## src/rtl/core/bffa_pkg.sv

```systemverilog
// Shared types, codes and defaults of the bitmap first-free allocator.
package bffa_pkg;

	localparam int MAX_ENTRIES_DEF = 4096;
	localparam int WORD_BITS_DEF   = 32;

	localparam int CMD_W    = 2;
	localparam int INDEX_W  = 12;
	localparam int STATUS_W = 2;
	localparam int LIMIT_W  = 13;

	localparam logic [LIMIT_W-1:0] LIMIT_RESET = 13'd4096;

	localparam logic [CMD_W-1:0] CMD_ALLOC     = 2'd0;
	localparam logic [CMD_W-1:0] CMD_MARK_USED = 2'd1;
	localparam logic [CMD_W-1:0] CMD_MARK_FREE = 2'd2;

	localparam logic [STATUS_W-1:0] ST_DONE  = 2'd0;
	localparam logic [STATUS_W-1:0] ST_FULL  = 2'd1;
	localparam logic [STATUS_W-1:0] ST_RANGE = 2'd2;

	// How a request is handled once taken
	typedef enum logic [1:0] {
		KIND_SCAN,
		KIND_MARK,
		KIND_IMMED
	} kind_t;

	typedef enum logic [2:0] {
		S_CLEAR,
		S_IDLE,
		S_SCAN_RD,
		S_SCAN_CHK,
		S_DIV,
		S_MARK_RD,
		S_MARK_WR,
		S_RESULT
	} state_t;

	// Controller to datapath commands
	typedef struct packed {
		logic req_ready;
		logic take;
		logic clr_step;
		logic scan_rd;
		logic scan_chk;
		logic div_step;
		logic mark_rd;
		logic mark_wr;
		logic rsp_load;
	} ctl_t;

	// Datapath to controller status
	typedef struct packed {
		logic  req_valid;
		kind_t kind;
		logic  clr_last;
		logic  found;
		logic  scan_last;
		logic  rsp_free;
	} sts_t;

endpackage

```

## src/rtl/core/bffa_ctrl.sv

```systemverilog
// Controller state machine of the allocator.
module bffa_ctrl (
	input  logic            clk,
	input  logic            arst_n,
	input  bffa_pkg::sts_t  sts,
	output bffa_pkg::ctl_t  ctl
);

	bffa_pkg::state_t state_q, state_d;

	always_ff @(posedge clk or negedge arst_n) begin
		if (!arst_n) begin
			state_q <= bffa_pkg::S_CLEAR;
		end else begin
			state_q <= state_d;
		end
	end

	always_comb begin
		state_d = state_q;
		unique case (state_q)
			bffa_pkg::S_CLEAR: begin
				if (sts.clr_last) state_d = bffa_pkg::S_IDLE;
			end
			bffa_pkg::S_IDLE: begin
				if (sts.req_valid) begin
					unique case (sts.kind)
						bffa_pkg::KIND_SCAN: state_d = bffa_pkg::S_SCAN_RD;
						bffa_pkg::KIND_MARK: state_d = bffa_pkg::S_DIV;
						default:             state_d = bffa_pkg::S_RESULT;
					endcase
				end
			end
			bffa_pkg::S_SCAN_RD: state_d = bffa_pkg::S_SCAN_CHK;
			bffa_pkg::S_SCAN_CHK: begin
				if (sts.found || sts.scan_last) state_d = bffa_pkg::S_RESULT;
			end
			bffa_pkg::S_DIV:     state_d = bffa_pkg::S_MARK_RD;
			bffa_pkg::S_MARK_RD: state_d = bffa_pkg::S_MARK_WR;
			bffa_pkg::S_MARK_WR: state_d = bffa_pkg::S_RESULT;
			bffa_pkg::S_RESULT: begin
				if (sts.rsp_free) state_d = bffa_pkg::S_IDLE;
			end
		endcase
	end

	always_comb begin
		ctl = '0;
		unique case (state_q)
			bffa_pkg::S_CLEAR:    ctl.clr_step = 1'b1;
			bffa_pkg::S_IDLE: begin
				ctl.req_ready = 1'b1;
				ctl.take      = sts.req_valid;
			end
			bffa_pkg::S_SCAN_RD:  ctl.scan_rd  = 1'b1;
			bffa_pkg::S_SCAN_CHK: ctl.scan_chk = 1'b1;
			bffa_pkg::S_DIV:      ctl.div_step = 1'b1;
			bffa_pkg::S_MARK_RD:  ctl.mark_rd  = 1'b1;
			bffa_pkg::S_MARK_WR:  ctl.mark_wr  = 1'b1;
			bffa_pkg::S_RESULT:   ctl.rsp_load = sts.rsp_free;
		endcase
	end

	a_take_leaves_idle: assert property (@(posedge clk) disable iff (!arst_n)
		ctl.take |=> state_q != bffa_pkg::S_IDLE)
		else $error("taken request did not start work");

	a_one_map_writer: assert property (@(posedge clk) disable iff (!arst_n)
		$onehot0({ctl.clr_step, ctl.scan_chk, ctl.mark_wr, ctl.take}))
		else $error("more than one map operation in a cycle");

	a_result_waits: assert property (@(posedge clk) disable iff (!arst_n)
		(state_q == bffa_pkg::S_RESULT && !sts.rsp_free) |=> state_q == bffa_pkg::S_RESULT)
		else $error("result dropped while output busy");

endmodule

```

## config.mk

```make
export PLATFORM = sky130hd
export DESIGN_NAME = bffa_ctrl
export DESIGN_NICKNAME = d
export VERILOG_FILES = /design/src/rtl/core/bffa_pkg.sv /design/src/rtl/core/bffa_ctrl.sv
export SDC_FILE = /design/constraint.sdc
export NUM_CORES = 1
export LEC_CHECK = 0
export ABC_CLOCK_PERIOD_IN_PS = 2900
export BUFFER_PORTS_ARGS = -buffer_cell sky130_fd_sc_hd__buf_2
export CORE_AREA = 2 2 39 41
export DETAILED_ROUTE_END_ITERATION = 7
export DIE_AREA = 0 0 41 43
export PLACE_DENSITY = 0.42
export SYNTH_ARGS = -nofsm -noshare
export SYNTH_HDL_FRONTEND = slang
export SYNTH_SLANG_ARGS = --single-unit
```

## constraint.sdc

```tcl
create_clock -name clk -period 2.9 [get_ports clk]
set_input_delay 0.435 -clock clk [delete_from_list [all_inputs] [get_ports clk]]
set_output_delay 0.435 -clock clk [all_outputs]
set_load 0.03 [all_outputs]
```

==> results.yml <==
run_status:
  status: "finished clean"
setup_path:
  crit_chain: "inv_1 > nor3_2 > and2_1 > buf_2"
  cp_max_fo: 8
  cp.required_ns: 2.47
  critPathMaxStageDelay_ns: 0.44
  rr_endpoint: "state_q[2]"
  rr_worst_depth: 3
  worst-setup-path-type: "flop to output port"
  critPathCaptureType: "output port"
  worst_setup_path_start_kind: "flop"
  ff2ff_setup_slack_ns: 1.75
  arrival_ns: 1.30
  r2r-start: "state_q[2]"
  cp_slowest_cell: "dfrtp_1"
power:
  worst_ir_drop_vdd_v: 0.0003675
  power_mw: 0.3754
  p_leak_nw: 0.1904
  powerDensity_nw_per_um2: 1021
routing:
  post_drt_wl_per_cell_um: 9.323
  antenna_left: 0
  vias: 269
  vias_per_cell: 4.138
  drt_iter0_drc: 3
  drc: 0
  routed_wl_um: 606
  dr.pass1.iters: 2
yosys:
  avgSynthCellArea_sq_um: 8.586
  ys_ff_latch: 3
  yosysUniqueCellTypes: 19
  syn_nets: 38
  seq_area_frac_synth_pct: 30.15
  syn_area_sq_um: 249.0
  synthCells: 29
  yosysWarnings: 0
global_routing:
  grt_usage_pct: 7.452
  grt_pass1_vias: 222
  grt_use_met1_pct: 9.091
  grt_max_degree: 12
  grt_overflow: 0
  grtUsageMet2_pct: 9.688
  grt_antenna_before_repair: 0
  busiest_layer: "met2"
  grt_pass1_wl_um: 848
  grtUsageMet3_pct: 4.712
placement:
  numPortBuffers: 17
  pre_cts_ws_ns: 1.401
  dpl-instance-area_sq_um: 331.6
  gp_congestion: 0.6725
layout:
  fillCellCount: 155
  largest_reg_flops: 3
  n_antenna_cell: 0
  largest-register: "state_q"
  drive_gt1_share_pct: 53.06
  seqCellArea_sq_um: 75.07
  largestRegisters: "state_q: 3 flops"
  multi_input_area_sq_um: 143.9
  final_area_sq_um: 367.9
  fin_nets: 59
  synthToLayoutAreaGrowth_pct: 47.74
worst_hold_path:
  hp-start: "sts[2]"
  min_path_cells: 2
  hold_path.class: "input port to flop"
  hold_end: "state_q[2]"
timing:
  fin_ws_ns: 1.160
  tns_ns: 0
  worst_slew_pin_slew_ns: 0.2687
  finalClockSkew_ns: 0.0009650
  fmax_ghz: 0.5748
  whs_ns: 0.4391
  grt_setup_unrepaired: "false"
  period_minus_slack_ns: 1.740
  finalHoldViolCount: 0
  maxSlewViolCount: 0
  post-route-period-util_pct: 59.99
  slew_headroom_pct: 82.08
  setup_violations: 0
cts:
  cts_buffers: 3
  cts_resized: 0
  cts_root_buf: "clkbuf_4"
  cts_buffer_depth: 2
  cts_tree: "done"
  cts-htree-levels: 1
  cts_sinks: 3
  cts.clk_slew.worst_paths_ns: 0.04
  clk_latency_ns: 0.24
die:
  die_w_um: 41
  initial_core_util_pct: 17.99
  core_area_sq_um: 1384
  io_pins: 18
  die-area_sq_um: 1763
  rows: 14
  die_height_um: 43
run:
  drv_cap: 0
[power by group]
part / leakage, nW / total, mW / switching (mW) / internal [mW]
logic: 0.144 / 0.200 / 0.125 / 0.0752
registers: 0.0310 / 0.101 / 0.0396 / 0.0610
clock network: 0.0150 / 0.0748 / 0.0231 / 0.0517
total: 0.190 / 0.375 / 0.188 / 0.188
[cell usage after synthesis (all sizes together)]
cell type,number,area (sq um)
a211oi,2,20.02
a21o,1,7.510
and2,2,13.77
and3,1,7.510
and4,1,10.01
buf,2,22.52
dfrtp,3,75.07
inv,2,7.510
nand2b,1,6.260
nor2,5,18.77
nor2b,1,6.260
nor3,2,15.01
nor3b,1,7.510
o21ai,3,15.01
o31a,1,10.01
or3,1,6.260
[area by class of cell]
class	count	share of cell area, %
multi-input cells	22	39.12
inverters	2	2.041
repair buffers	18	25.85
well taps	16	5.442
clock buffers	4	7.143
flip-flops and latches	3	20.41
[kinds of logic (layout without fill, tap and decap cells)]
group | count (synthesis) | in the layout | synth area share, %
flops | 3 | 3 | 30.15
simple gates | 15 | 15 | 36.69
buf+inv | 4 | 24 | 12.06
compound gates | 7 | 7 | 21.11
[critical path, delay by kind of cell (launching register included)]
| family | cells | cell delay [ns] |
|---|---|---|
| buffers and inverters | 2 | 0.30 |
| DFF | 1 | 0.44 |
| and+or+nand+nor | 2 | 0.33 |
[how the worst max path moves through the flow]
stage                from  endpoint  slack [ns]
6_report       state_q[0]    ctl[7]        1.16
5_1_grt        state_q[0]    ctl[7]        1.02
4_1_cts        state_q[0]    ctl[7]        1.14
3_5_place_dp   state_q[0]    ctl[7]        1.40
3_3_place_gp   state_q[0]    ctl[7]        1.42
2_1_floorplan  state_q[0]    ctl[7]        1.10
[placed cells by master, fill, tap and decap left out]
cell and count:
and2_1 1, buf_2 17, clkbuf_4 3, and3_2 1
nand2b_1 1, o31a_2 1, nor2b_1 1, a211oi_2 1
nor2_1 5, nor3_1 1, and4_2 1, o21ai_0 3
clkbuf_1 1, a21o_1 1, dlygate4sd3_1 1, a211oi_1 1
and2_2 1, dfrtp_1 3, or3_1 1, nor3b_1 1
inv_1 2, nor3_2 1
[metrics by stage]
step                      utilization [%]  instances
after floorplan                         -         29
after global placement              23.96         60
after detailed placement            23.96         60
after CTS                           26.58         65
after global routing                26.58         65
final                               26.58         65
[metal layers]
metal | vias up | share of wire (%)
li1 | 140 | -
met1 | 118 | 44
met2 | 11 | 47
met3 | 0 | 8.7
met4 | 0 | 0
met5 | - | 0
[repair_timing]
action	4_1_cts	5_1_grt
endpoints found under the hold margin	3	0
setup buffers	0	0
hold buffers	1	0
No activity file was read; power rests on OpenSTA's default activity.
